<file path="src/sv/prrs_pkg.sv">
// Shared constants, types and cell command codes for the task scheduler.
// No dependencies; every other file of the scheduler refers to this package.
package prrs_pkg;

    localparam int MAX_TASKS  = 8;
    localparam int NUM_PRIOS  = 32;
    localparam int DELAY_BITS = 16;

    localparam int ID_W    = $clog2(MAX_TASKS);
    localparam int PRIO_W  = $clog2(NUM_PRIOS);
    localparam int RANK_W  = ID_W;
    localparam int CMD_W   = 3;
    localparam int SLICE_W = 8;
    localparam int LOCK_W  = 8;

    localparam logic [LOCK_W-1:0]  LOCK_MAX    = 8'd255;
    localparam logic [SLICE_W-1:0] SLICE_RESET = 8'd10;

    // Request command codes
    localparam logic [CMD_W-1:0] CMD_CREATE = 3'd0;
    localparam logic [CMD_W-1:0] CMD_DELAY  = 3'd1;
    localparam logic [CMD_W-1:0] CMD_TICK   = 3'd2;
    localparam logic [CMD_W-1:0] CMD_LOCK   = 3'd3;
    localparam logic [CMD_W-1:0] CMD_UNLOCK = 3'd4;

    // Operations broadcast to the row of slot cells
    typedef enum logic [3:0] {
        OP_NOP,
        OP_REMOVE,
        OP_CREATE,
        OP_DELAY,
        OP_WAKE,
        OP_DEC,
        OP_SLICE_DEC,
        OP_SLICE_RELOAD,
        OP_SLICE_ROT
    } cell_op_t;

    typedef struct packed {
        cell_op_t               op;
        logic [ID_W-1:0]        tgt;
        logic [PRIO_W-1:0]      prio;
        logic [RANK_W-1:0]      rank;
        logic [RANK_W-1:0]      tail;
        logic [DELAY_BITS-1:0]  delay;
        logic [SLICE_W-1:0]     full;
    } cell_cmd_t;

    typedef struct packed {
        logic                   used;
        logic                   ready;
        logic                   delayed;
        logic [PRIO_W-1:0]      prio;
        logic [RANK_W-1:0]      rank;
        logic [DELAY_BITS-1:0]  dl;
        logic [SLICE_W-1:0]     slice;
    } cell_stat_t;

    typedef struct packed {
        logic                   found;
        logic [PRIO_W-1:0]      prio;
        logic [RANK_W-1:0]      rank;
        logic [ID_W-1:0]        idx;
    } pick_t;

endpackage

</file>
<file path="src/sv/prrs_req_if.sv">
// Request channel interface: command and its operands with valid/ready.
// Depends on prrs_pkg for field widths.
interface prrs_req_if;
    logic                             valid;
    logic                             ready;
    logic [prrs_pkg::CMD_W-1:0]       cmd;
    logic [prrs_pkg::ID_W-1:0]        task_id;
    logic [prrs_pkg::PRIO_W-1:0]      task_prio;
    logic [prrs_pkg::DELAY_BITS-1:0]  delay_ticks;

    modport source (output valid, cmd, task_id, task_prio, delay_ticks, input ready);
    modport sink   (input valid, cmd, task_id, task_prio, delay_ticks, output ready);
endinterface

</file>
<file path="src/sv/prrs_rsp_if.sv">
// Response channel interface: scheduling decision with valid/ready.
// Depends on prrs_pkg for field widths.
interface prrs_rsp_if;
    logic                         valid;
    logic                         ready;
    logic [prrs_pkg::ID_W-1:0]    run_task;
    logic                         switch_now;
    logic                         none_ready;
    logic [prrs_pkg::LOCK_W-1:0]  lock_depth;

    modport source (output valid, run_task, switch_now, none_ready, lock_depth, input ready);
    modport sink   (input valid, run_task, switch_now, none_ready, lock_depth, output ready);
endinterface

</file>
<file path="src/sv/prrs_cfg_if.sv">
// Configuration write channel interface carrying the slice length.
// Depends on prrs_pkg for the data width.
interface prrs_cfg_if;
    logic                          valid;
    logic                          ready;
    logic [prrs_pkg::SLICE_W-1:0]  data;

    modport source (output valid, data, input ready);
    modport sink   (input valid, data, output ready);
endinterface

</file>
<file path="src/sv/prrs_cell.sv">
// One task slot cell: holds the slot state, applies the broadcast operation
// and passes the best-so-far pick to its neighbor. Depends on prrs_pkg.
module prrs_cell (
    input  logic                       clk,
    input  logic                       rst_n,
    input  logic [prrs_pkg::ID_W-1:0]  idx,
    input  prrs_pkg::cell_cmd_t        bc,
    input  prrs_pkg::pick_t            pick_in,
    output prrs_pkg::cell_stat_t       stat,
    output prrs_pkg::pick_t            pick_out
);

    prrs_pkg::cell_stat_t st_reg;
    logic is_tgt;
    logic peer;
    logic peer_after;

    assign stat       = st_reg;
    assign is_tgt     = (idx == bc.tgt);
    assign peer       = !is_tgt && st_reg.ready && (st_reg.prio == bc.prio);
    assign peer_after = peer && (st_reg.rank > bc.rank);

    // Apply the broadcast operation to this slot
    always_ff @(posedge clk or negedge rst_n)
    begin
        if (!rst_n)
        begin
            st_reg <= '0;
        end
        else
        begin
            case (bc.op)
                prrs_pkg::OP_REMOVE, prrs_pkg::OP_DELAY:
                begin
                    if (peer_after)
                        st_reg.rank <= st_reg.rank - 1'b1;
                    if (is_tgt)
                    begin
                        st_reg.ready <= 1'b0;
                        st_reg.rank  <= '0;
                        if (bc.op == prrs_pkg::OP_DELAY)
                        begin
                            st_reg.delayed <= 1'b1;
                            st_reg.dl      <= bc.delay;
                        end
                    end
                end
                prrs_pkg::OP_CREATE, prrs_pkg::OP_WAKE:
                begin
                    if (peer)
                        st_reg.rank <= st_reg.rank + 1'b1;
                    if (is_tgt)
                    begin
                        st_reg.ready   <= 1'b1;
                        st_reg.rank    <= '0;
                        st_reg.delayed <= 1'b0;
                        st_reg.dl      <= '0;
                        if (bc.op == prrs_pkg::OP_CREATE)
                        begin
                            st_reg.used  <= 1'b1;
                            st_reg.prio  <= bc.prio;
                            st_reg.slice <= bc.full;
                        end
                    end
                end
                prrs_pkg::OP_DEC:
                begin
                    if (is_tgt)
                        st_reg.dl <= st_reg.dl - 1'b1;
                end
                prrs_pkg::OP_SLICE_DEC:
                begin
                    if (is_tgt)
                        st_reg.slice <= st_reg.slice - 1'b1;
                end
                prrs_pkg::OP_SLICE_RELOAD:
                begin
                    if (is_tgt)
                        st_reg.slice <= bc.full;
                end
                prrs_pkg::OP_SLICE_ROT:
                begin
                    if (peer_after)
                        st_reg.rank <= st_reg.rank - 1'b1;
                    if (is_tgt)
                    begin
                        st_reg.rank  <= bc.tail;
                        st_reg.slice <= bc.full;
                    end
                end
                default:
                begin
                end
            endcase
        end
    end

    // Take over the pick when this slot beats the best so far
    always_comb
    begin
        pick_out = pick_in;
        if (st_reg.ready && (!pick_in.found || st_reg.prio < pick_in.prio ||
            (st_reg.prio == pick_in.prio && st_reg.rank < pick_in.rank)))
        begin
            pick_out.found = 1'b1;
            pick_out.prio  = st_reg.prio;
            pick_out.rank  = st_reg.rank;
            pick_out.idx   = idx;
        end
    end

endmodule

</file>
<file path="src/sv/priority_round_robin_task_scheduler.sv">
// Priority scheduler with round-robin slices: a sequencer drives a row of slot cells.
// Create, delay, tick run states CREATE_RM/ADD, DELAY, TICK_SCAN/SLICE before PICK.
// One request is in flight at a time; the tick scan visits one slot cell per cycle.
// The next request is taken while a response still waits in the output register.
// Reset (rst_n low, asynchronous): all slots empty, no current task, lock 0, slice 10.
// Depends on prrs_pkg, prrs_req_if, prrs_rsp_if, prrs_cfg_if and prrs_cell.
module priority_round_robin_task_scheduler (
    input  logic        clk,
    input  logic        rst_n,
    prrs_req_if.sink    req,
    prrs_rsp_if.source  rsp,
    prrs_cfg_if.sink    cfg
);

    typedef enum logic [2:0] {
        S_IDLE,
        S_CREATE_RM,
        S_CREATE_ADD,
        S_DELAY,
        S_TICK_SCAN,
        S_TICK_SLICE,
        S_PICK
    } state_t;

    state_t                              state_reg;
    logic [prrs_pkg::ID_W-1:0]           tid_reg;
    logic [prrs_pkg::PRIO_W-1:0]         prio_reg;
    logic [prrs_pkg::DELAY_BITS-1:0]     dly_reg;
    logic [prrs_pkg::ID_W-1:0]           scan_reg;
    logic [prrs_pkg::ID_W-1:0]           cur_reg;
    logic                                cur_valid_reg;
    logic [prrs_pkg::LOCK_W-1:0]         lock_reg;
    logic [prrs_pkg::SLICE_W-1:0]        slice_len_reg;
    logic                                out_valid_reg;
    logic [prrs_pkg::ID_W-1:0]           out_run_reg;
    logic                                out_switch_reg;
    logic                                out_none_reg;
    logic [prrs_pkg::LOCK_W-1:0]         out_lock_reg;

    prrs_pkg::cell_cmd_t                 bc;
    prrs_pkg::cell_stat_t                stat [prrs_pkg::MAX_TASKS];
    prrs_pkg::pick_t                     chain [prrs_pkg::MAX_TASKS+1];
    logic [prrs_pkg::MAX_TASKS-1:0]      ready_vec;
    logic [prrs_pkg::RANK_W:0]           peer_cnt;
    logic [prrs_pkg::SLICE_W-1:0]        full_slice;
    logic                                accept;
    logic                                out_free;
    logic                                pick_valid;
    logic [prrs_pkg::ID_W-1:0]           pick_task;

    assign req.ready  = (state_reg == S_IDLE);
    assign accept     = req.valid && req.ready;
    assign cfg.ready  = 1'b1;
    assign out_free   = !out_valid_reg || rsp.ready;
    assign full_slice = (slice_len_reg == '0) ? prrs_pkg::SLICE_W'(1) : slice_len_reg;

    assign rsp.valid      = out_valid_reg;
    assign rsp.run_task   = out_run_reg;
    assign rsp.switch_now = out_switch_reg;
    assign rsp.none_ready = out_none_reg;
    assign rsp.lock_depth = out_lock_reg;

    // Build the row of slot cells and the pick chain through them
    assign chain[0] = '0;
    for (genvar g = 0; g < prrs_pkg::MAX_TASKS; g++)
    begin : g_cell
        prrs_cell u_cell (
            .clk      (clk),
            .rst_n    (rst_n),
            .idx      (prrs_pkg::ID_W'(g)),
            .bc       (bc),
            .pick_in  (chain[g]),
            .stat     (stat[g]),
            .pick_out (chain[g+1])
        );
        assign ready_vec[g] = stat[g].ready;
    end

    // Count ready peers of the current task for a tail insertion
    always_comb
    begin
        peer_cnt = '0;
        for (int i = 0; i < prrs_pkg::MAX_TASKS; i++)
        begin
            if (prrs_pkg::ID_W'(i) != cur_reg && stat[i].ready &&
                stat[i].prio == stat[cur_reg].prio)
                peer_cnt = peer_cnt + (prrs_pkg::RANK_W+1)'(1);
        end
    end

    // Drive the broadcast operation for the current step
    always_comb
    begin
        bc       = '0;
        bc.op    = prrs_pkg::OP_NOP;
        bc.full  = full_slice;
        case (state_reg)
            S_CREATE_RM:
            begin
                bc.tgt  = tid_reg;
                bc.prio = stat[tid_reg].prio;
                bc.rank = stat[tid_reg].rank;
                if (stat[tid_reg].ready)
                    bc.op = prrs_pkg::OP_REMOVE;
            end
            S_CREATE_ADD:
            begin
                bc.op   = prrs_pkg::OP_CREATE;
                bc.tgt  = tid_reg;
                bc.prio = prio_reg;
            end
            S_DELAY:
            begin
                bc.tgt   = cur_reg;
                bc.prio  = stat[cur_reg].prio;
                bc.rank  = stat[cur_reg].rank;
                bc.delay = (dly_reg == '0) ? prrs_pkg::DELAY_BITS'(1) : dly_reg;
                if (cur_valid_reg && stat[cur_reg].ready)
                    bc.op = prrs_pkg::OP_DELAY;
            end
            S_TICK_SCAN:
            begin
                bc.tgt  = scan_reg;
                bc.prio = stat[scan_reg].prio;
                if (stat[scan_reg].used && stat[scan_reg].delayed)
                begin
                    if (stat[scan_reg].dl <= prrs_pkg::DELAY_BITS'(1))
                        bc.op = prrs_pkg::OP_WAKE;
                    else
                        bc.op = prrs_pkg::OP_DEC;
                end
            end
            S_TICK_SLICE:
            begin
                bc.tgt  = cur_reg;
                bc.prio = stat[cur_reg].prio;
                bc.rank = stat[cur_reg].rank;
                bc.tail = peer_cnt[prrs_pkg::RANK_W-1:0];
                if (cur_valid_reg)
                begin
                    if (stat[cur_reg].slice > prrs_pkg::SLICE_W'(1))
                        bc.op = prrs_pkg::OP_SLICE_DEC;
                    else if (stat[cur_reg].ready)
                        bc.op = prrs_pkg::OP_SLICE_ROT;
                    else
                        bc.op = prrs_pkg::OP_SLICE_RELOAD;
                end
            end
            default:
            begin
            end
        endcase
    end

    // Apply the lock rule to the winner of the pick chain
    assign pick_valid = (lock_reg == '0) ? chain[prrs_pkg::MAX_TASKS].found : cur_valid_reg;
    assign pick_task  = (lock_reg == '0 && chain[prrs_pkg::MAX_TASKS].found) ?
                        chain[prrs_pkg::MAX_TASKS].idx : cur_reg;

    // Sequence the request, hold the lock count, register the response
    always_ff @(posedge clk or negedge rst_n)
    begin
        if (!rst_n)
        begin
            state_reg      <= S_IDLE;
            scan_reg       <= '0;
            cur_reg        <= '0;
            cur_valid_reg  <= 1'b0;
            lock_reg       <= '0;
            slice_len_reg  <= prrs_pkg::SLICE_RESET;
            out_valid_reg  <= 1'b0;
        end
        else
        begin
            if (cfg.valid)
                slice_len_reg <= cfg.data;
            if (out_valid_reg && rsp.ready)
                out_valid_reg <= 1'b0;
            case (state_reg)
                S_IDLE:
                begin
                    if (accept)
                    begin
                        tid_reg  <= req.task_id;
                        prio_reg <= req.task_prio;
                        dly_reg  <= req.delay_ticks;
                        scan_reg <= '0;
                        case (req.cmd)
                            prrs_pkg::CMD_CREATE: state_reg <= S_CREATE_RM;
                            prrs_pkg::CMD_DELAY:  state_reg <= S_DELAY;
                            prrs_pkg::CMD_TICK:   state_reg <= S_TICK_SCAN;
                            prrs_pkg::CMD_LOCK:
                            begin
                                if (lock_reg != prrs_pkg::LOCK_MAX)
                                    lock_reg <= lock_reg + 1'b1;
                                state_reg <= S_PICK;
                            end
                            prrs_pkg::CMD_UNLOCK:
                            begin
                                if (lock_reg != '0)
                                    lock_reg <= lock_reg - 1'b1;
                                state_reg <= S_PICK;
                            end
                            default: state_reg <= S_PICK;
                        endcase
                    end
                end
                S_CREATE_RM:  state_reg <= S_CREATE_ADD;
                S_CREATE_ADD: state_reg <= S_PICK;
                S_DELAY:      state_reg <= S_PICK;
                S_TICK_SCAN:
                begin
                    scan_reg <= scan_reg + 1'b1;
                    if (scan_reg == prrs_pkg::ID_W'(prrs_pkg::MAX_TASKS - 1))
                        state_reg <= S_TICK_SLICE;
                end
                S_TICK_SLICE: state_reg <= S_PICK;
                S_PICK:
                begin
                    if (out_free)
                    begin
                        cur_valid_reg  <= pick_valid;
                        cur_reg        <= pick_task;
                        out_valid_reg  <= 1'b1;
                        out_run_reg    <= pick_valid ? pick_task : '0;
                        out_switch_reg <= pick_valid &&
                                          (!cur_valid_reg || cur_reg != pick_task);
                        out_none_reg   <= !chain[prrs_pkg::MAX_TASKS].found;
                        out_lock_reg   <= lock_reg;
                        state_reg      <= S_IDLE;
                    end
                end
                default: state_reg <= S_IDLE;
            endcase
        end
    end

    // Unlocked and idle: a current task exists exactly when some slot is ready
    a_cur_matches_ready: assert property (@(posedge clk) disable iff (!rst_n)
        (state_reg == S_IDLE && lock_reg == '0) |-> (cur_valid_reg == (|ready_vec)))
        else $error("current task presence disagrees with ready slots");

    // Unlocked and idle: the current task is itself ready
    a_cur_is_ready: assert property (@(posedge clk) disable iff (!rst_n)
        (state_reg == S_IDLE && lock_reg == '0 && cur_valid_reg) |-> ready_vec[cur_reg])
        else $error("current task is not ready");

    // A response is only produced when leaving the pick step
    a_rsp_from_pick: assert property (@(posedge clk) disable iff (!rst_n)
        $rose(out_valid_reg) |-> $past(state_reg == S_PICK))
        else $error("response raised outside the pick step");

endmodule

</file>
<file path="src/flat_wrapper.sv">
// flat-port wrapper written by rule: the top's interface ports become plain ports
module priority_round_robin_task_scheduler_flat 
  (clk, rst_n, req_valid, req_cmd, req_task_id, req_task_prio, req_delay_ticks, req_ready, rsp_valid, rsp_run_task, rsp_switch_now, rsp_none_ready, rsp_lock_depth, rsp_ready, cfg_valid, cfg_data, cfg_ready);
  prrs_req_if req_i ();
  prrs_rsp_if rsp_i ();
  prrs_cfg_if cfg_i ();
  input  logic clk;
  input  logic rst_n;
  input wire logic [$bits(req_i.valid)-1:0] req_valid;
  input wire logic [$bits(req_i.cmd)-1:0] req_cmd;
  input wire logic [$bits(req_i.task_id)-1:0] req_task_id;
  input wire logic [$bits(req_i.task_prio)-1:0] req_task_prio;
  input wire logic [$bits(req_i.delay_ticks)-1:0] req_delay_ticks;
  output wire logic [$bits(req_i.ready)-1:0] req_ready;
  output wire logic [$bits(rsp_i.valid)-1:0] rsp_valid;
  output wire logic [$bits(rsp_i.run_task)-1:0] rsp_run_task;
  output wire logic [$bits(rsp_i.switch_now)-1:0] rsp_switch_now;
  output wire logic [$bits(rsp_i.none_ready)-1:0] rsp_none_ready;
  output wire logic [$bits(rsp_i.lock_depth)-1:0] rsp_lock_depth;
  input wire logic [$bits(rsp_i.ready)-1:0] rsp_ready;
  input wire logic [$bits(cfg_i.valid)-1:0] cfg_valid;
  input wire logic [$bits(cfg_i.data)-1:0] cfg_data;
  output wire logic [$bits(cfg_i.ready)-1:0] cfg_ready;
  assign req_i.valid = req_valid;
  assign req_i.cmd = req_cmd;
  assign req_i.task_id = req_task_id;
  assign req_i.task_prio = req_task_prio;
  assign req_i.delay_ticks = req_delay_ticks;
  assign req_ready = req_i.ready;
  assign rsp_valid = rsp_i.valid;
  assign rsp_run_task = rsp_i.run_task;
  assign rsp_switch_now = rsp_i.switch_now;
  assign rsp_none_ready = rsp_i.none_ready;
  assign rsp_lock_depth = rsp_i.lock_depth;
  assign rsp_i.ready = rsp_ready;
  assign cfg_i.valid = cfg_valid;
  assign cfg_i.data = cfg_data;
  assign cfg_ready = cfg_i.ready;
  priority_round_robin_task_scheduler u_core (.clk(clk), .rst_n(rst_n), .req(req_i), .rsp(rsp_i), .cfg(cfg_i));
endmodule
</file>
<file path="config.mk">
export PLATFORM = sky130hd
export DESIGN_NAME = priority_round_robin_task_scheduler_flat
export DESIGN_NICKNAME = d
export VERILOG_FILES = /design/src/sv/prrs_pkg.sv /design/src/sv/prrs_req_if.sv /design/src/sv/prrs_rsp_if.sv /design/src/sv/prrs_cfg_if.sv /design/src/sv/prrs_cell.sv /design/src/sv/priority_round_robin_task_scheduler.sv /design/src/flat_wrapper.sv
export SDC_FILE = /design/constraint.sdc
export NUM_CORES = 1
export LEC_CHECK = 0
export ABC_AREA = 1
export BUFFER_PORTS_ARGS = -buffer_cell sky130_fd_sc_hd__buf_2
export CAP_MARGIN = 30
export CORE_ASPECT_RATIO = 0.9
export CORE_UTILIZATION = 50
export CTS_CLUSTER_DIAMETER = 30
export DETAILED_ROUTE_END_ITERATION = 6
export PLACE_DENSITY = 0.62
export SETUP_SLACK_MARGIN = 0.5
export SYNTH_ARGS = -nofsm -noshare
export SYNTH_HDL_FRONTEND = slang
export SYNTH_HIERARCHICAL = 1
export SYNTH_SLANG_ARGS = --single-unit
</file>
<file path="constraint.sdc">
create_clock -name clk -period 26.2 [get_ports clk]
set_clock_uncertainty 0.15 [all_clocks]
set_input_delay 2.62 -clock clk [delete_from_list [all_inputs] [get_ports clk]]
set_output_delay 2.62 -clock clk [all_outputs]
set_load 0.01 [all_outputs]
</file>
==> results of run 1 <==
-- worst register-to-register path, delay by kind of cell (launching register included) --
family	cells	cell delay (ps)
fa+ha+maj	7	2110
buf+inv	7	550
simple gates	27	4970
flops	1	450
compound gates	20	4820
-- cell usage in the layout (no fill, tap or decap), types with 12 or more instances in the layout --
cell type  count
bufinv_16     12
a21oi_1      232
nor2_2        26
nor3_2        25
buf_4         47
o22ai_1       19
a31oi_1       15
nor3_1        47
nand4_1       56
nor2_4        13
inv_2         53
conb_1        70
nand2_2       16
inv_1        605
a32oi_1       36
o21ai_0      333
nand3_1      231
clkinv_2      27
edfxtp_1      37
a22oi_1       34
nand3_2       16
nand2_1      988
dfrtp_1      305
clkbuf_16    100
xor2_1        15
o211ai_1      19
or2_2         26
ha_1         129
nand3b_1      26
o2111ai_1     12
clkbuf_8      12
xnor2_1       23
nor2_1       416
o21ai_1      126
a21oi_2       42
nor4_1        59
a22oi_2       28
buf_2         53
-- cell type report --
| type | count | area (um2) | share of cell area (%) |
|---|---|---|---|
| multi-input cells | 3238 | 17700 | 51.8 |
| well taps | 774 | 968 | 2.84 |
| repair buffers | 105 | 691 | 2.02 |
| clock buffers | 123 | 2710 | 7.94 |
| flip-flops and latches | 344 | 8800 | 25.8 |
| inverters | 674 | 2590 | 7.59 |
| clock inverters | 59 | 688 | 2.02 |
-- power groups by stage --
| stage | Combinational, mW | Sequential [mW] | Clock, mW |
|---|---|---|---|
| after floorplan | 1.90 | 0.867 | 0 |
| after global placement | 2.44 | 0.951 | 0 |
| after detailed placement | 2.46 | 0.949 | 0 |
| after CTS | 2.48 | 0.945 | 1.23 |
| after global routing | 2.84 | 0.975 | 1.26 |
| final | 2.52 | 0.954 | 1.21 |
-- per-stage QoR --
stage	setup slack, ps	power (mW)	area (um2)	hold WS (ps)
6_report	12900	4.69	34100	314
5_1_grt	11080	5.07	34100	334
4_1_cts	13020	4.65	34100	313
3_5_place_dp	13070	3.41	30700	301
3_3_place_gp	13370	3.39	30700	298
2_1_floorplan	15800	2.76	29900	285
-- per-layer routing --
layer  vias up  track usage (%)  routed length, um
li1      14700                -                  -
met1     13800             44.3              44500
met2      1088             51.1              43000
met3       224             7.47               7980
met4         0             15.1               4420
met5         -                0                  0
-- path summary, 6_finish.rpt --
kind,from,endpoint,slack (ps),cells after the start
max,u_core/g_cell[0].u_cell/stat[33],u_core/rsp.switch_now,12900,61
min,u_core/g_cell[1].u_cell/stat[34],u_core/g_cell[1].u_cell/stat[34],310,2
max reg2reg,u_core/g_cell[0].u_cell/stat[33],u_core/rsp.switch_now,12900,61
min reg2reg,u_core/g_cell[1].u_cell/stat[34],u_core/g_cell[1].u_cell/stat[34],310,2
max in group asynchronous,rst_n,u_core/g_cell[0].u_cell/stat[19],22500,2
min in group asynchronous,rst_n,u_core/lock_reg[1],1820,1
==> impl_metrics.ini, run 1 <==
[detailed_routing]
drtPass1Iterations = 7
via_count = 29800
drcViolationCount = 0
routed_wl_um = 99900
dr.first_iter.drc_count = 3017
ant_nets = 0
post_drt_wl_per_cell_um = 18.8
viasPerCell = 5.61

[sta]
setup_tns_ps = 0
post-route-period-util_pct = 50.8
hold_viol_final = 0
max_slew_margin_pct = 23.4
setup_violations = 0
grt_setup_unrepaired = false
fin_crit_ps = 13300
slew_viol_final = 0
tightest_slew_ps = 1150
max_freq_mhz = 75.2

[cells_and_area]
fin_util_pct = 58.4
nFillCells = 5625
drive_above_1_share_pct = 13.5
n_antenna_cell = 0
largest_reg_flops = 280
syn_to_final_growth_pct = 15.2
finalNonFillerCells = 5317
nets = 4630

[power_and_ir_drop]
swShare_pct = 49.2
power_frac_clock_pct = 25.9
pwr_density_cell_nw_per_um2 = 137
p_leak_nw = 15.6
p_int_mw = 2.38
ir_drop_mv = 0.0635
power_frac_seq_pct = 20.3
power.switching_mw = 2.31
comb_power_share_pct = 53.8

[clock_tree]
clock_latency_ps = 650
cts_htree_levels = 3
cts_root_buf = clkbuf_16
numCtsBuffers = 97
cts_resized = 0
cts_setup_buffers = 0
clk_pin_slew_worst_paths_ps = 40
cts_tree = built
ctsHoldBuffers = 0
cts.sinks = 344
clock_path_buffers = 3

[critical_path]
worstPathMaxFanout = 21
required_ps = 26400
cp-start-kind = flop
cp_slowest_cell = o21ai_0
criticalPathCategory = flop to flop
crit_path_max_incr_delay_ps = 570
cpMostUsedCell = nand2_1
critical_path.top_delay_family = simple AND/OR/NAND/NOR gates
cp_num_buf_inv = 7
arrival_ps = 13510
endpoint_kind = flop

[place]
routabilityCongestion = 0.978
dp.cells = 5134
dpl.hpwl_um = 71900
io_buffers = 54

[floorplan]
initial_core_util_pct = 50.7
pin_count = 56
die_w_um = 259
coreArea_um2 = 58400
std_cell_rows = 84
dieArea_um2 = 60200
die_y_um = 233

[grt]
antenna_found_initial = 0
grt_first_pass_wirelength_um = 155000
first_global_vias = 27600
grt_overflow = 0
grt_max_degree = 149
grt_use_total_pct = 33.2

[logic_synthesis]
yosysWarnings = 6
syn_avg_cell_area_um2 = 6.86
synth_cells = 4317
syn_area_um2 = 29600

[status]
status = complete, no violations

[job]
cap_viol_max_count = 0

[worst_hold_path]
hp-class = flop to flop
Note: power is estimated with default switching activity, not from simulation.
==> run 2: changes to the inputs <==
- ABC_AREA: 1 -> 0
- clock period: 26.2 -> 12.95 ns (I/O delays scaled with it)
==> run 2 against run 1 <==
Effect of this change: the flow now finishes with violations (DRC); critical path depth decreased by 3; cell count decreased by 23%; count of clock-buffer cells in the layout increased by 2; critical endpoint unchanged.
==> impl_metrics.ini, run 2 <==
[status]
status = finished, violations left
violations = DRC

[sta]
post-route-period-util_pct = 89.2
setup_tns_ps = 0
max_freq_mhz = 86.6
max_slew_margin_pct = 26.8
setup_violations = 0
hold_viol_final = 0
grt_setup_unrepaired = false
fin_crit_ps = 11550
tightest_slew_ps = 1090
slew_viol_final = 0

[detailed_routing]
ant_nets = 0
routed_wl_um = 90500
drtPass1Iterations = 7
dr.first_iter.drc_count = 3022
drcViolationCount = 3
post_drt_wl_per_cell_um = 22.0
via_count = 26100
viasPerCell = 6.36

[critical_path]
ff2ff_setup_slack_ps = 1400
criticalPathCategory = flop to flop
cpMostUsedCell = inv_1
worstReg2RegEnd = u_core/rsp.switch_now
rr_startpoint = u_core/g_cell[0].u_cell/stat[33]
endpoint_kind = flop
worstPathMaxFanout = 11
cp-start-kind = flop
crit_path_max_incr_delay_ps = 390
required_ps = 13250
cp_slowest_cell = mux2_2
ff2ff_path_depth = 58
arrival_ps = 11850

[grt]
grt_first_pass_wirelength_um = 141000
grt_max_degree = 89
grt_overflow = 0
antenna_found_initial = 1
grt_use_total_pct = 31.7
first_global_vias = 24900

[job]
cap_viol_max_count = 0

[power_and_ir_drop]
finalPower_mw = 7.81
pwr_density_cell_nw_per_um2 = 242
ir_drop_mv = 0.163
p_leak_nw = 13.6

[cells_and_area]
nFillCells = 4773
n_antenna_cell = 0
nets = 3491
final_cell_mix = nor2_1 (331), dfrtp_1 (304), o21ai_0 (296)
multi_input_area_um2 = 17800
largest_reg_flops = 280
final_common_cell = nor2_1
regArea_um2 = 8800
syn_to_final_growth_pct = 16.3
drive_above_1_share_pct = 17.0

[clock_tree]
cts.sinks = 344
clock_latency_ps = 650
numCtsBuffers = 96
ctsHoldBuffers = 0
cts_htree_levels = 3
cts_tree = built
cts_root_buf = clkbuf_16
clk_pin_slew_worst_paths_ps = 40
clock_path_buffers = 3

[worst_hold_path]
hold_start = u_core/g_cell[0].u_cell/stat[34]
hp-class = flop to flop
hold_end = u_core/g_cell[0].u_cell/stat[34]
hold_depth = 1

[floorplan]
initial_core_util_pct = 50.9
dieArea_um2 = 56400
die_w_um = 250
pin_count = 56
die_y_um = 225
std_cell_rows = 81
coreArea_um2 = 54500

[place]
dpl.hpwl_um = 62300
routabilityCongestion = 0.958
io_buffers = 54

[logic_synthesis]
syn_area_um2 = 27700
yosysWarnings = 6
synth_cells = 3207
syn_avg_cell_area_um2 = 8.65
## run 2: critical path: cells and delay by family, from the launching register on
family / cells / cell delay [ps]
AO/OA/AOI/OAI: 19 / 4350
AND/OR/NAND/NOR: 12 / 1260
buffers and inverters: 11 / 1120
XOR/XNOR: 1 / 150
multiplexers: 8 / 2180
adder cells (fa/ha/maj): 7 / 1780
flip-flops: 1 / 340
## run 2: repair_timing
item                                    4_1_cts  5_1_grt
pin swaps                                     0        2
setup buffers                                 0        3
endpoints found under the setup margin        2        7
resized for setup                             2        6
## run 2: cell type report
cell class,instances,share of cell area [%]
Clock buffer,125,8.38
Clock inverter,54,2.13
Inverter,168,1.95
Multi-Input combinational cell,2598,55.3
Sequential cell,344,27.3
Tap cell,705,2.73
Timing Repair Buffer,113,2.26
## run 2: power by group
part           total (mW)  internal, mW  switching, mW
combinational        3.73          1.51           2.22
clock                2.45          1.70          0.743
sequential           1.63          1.31          0.324
total                7.81          4.52           3.29
## run 2: worst max-delay path by stage
stage                                      from               endpoint
3_3_place_gp   u_core/g_cell[0].u_cell/stat[33]  u_core/rsp.switch_now
4_1_cts        u_core/g_cell[0].u_cell/stat[33]  u_core/rsp.switch_now
5_1_grt        u_core/g_cell[0].u_cell/stat[33]  u_core/rsp.switch_now
6_report       u_core/g_cell[0].u_cell/stat[33]  u_core/rsp.switch_now
2_1_floorplan  u_core/g_cell[0].u_cell/stat[33]  u_core/rsp.switch_now
3_5_place_dp   u_core/g_cell[0].u_cell/stat[33]  u_core/rsp.switch_now
## run 2: per-layer routing
layer / wire length [um] / part of all wire (%) / up-vias / GRT usage [%]
met5: 0 / 0 / - / 0
met4: 3590 / 4.0 / 0 / 13.7
met3: 6410 / 7.1 / 206 / 5.64
met2: 41500 / 46 / 1097 / 50.7
met1: 39000 / 43 / 12700 / 42.3
li1: - / - / 12100 / -
## run 2: metrics by stage
stage                     std cells  hold WS (ps)  util, %  setup WS [ps]  cell area (um2)
after detailed placement       3923           304     52.8            314            28800
after global routing           4107           317     59.2            491            32300
after CTS                      4102           314     59.0            563            32200
after global placement         3919           303     52.7            631            28700
final                          4107           312     59.2           1400            32300
after floorplan                3273           289        -           1660            28000
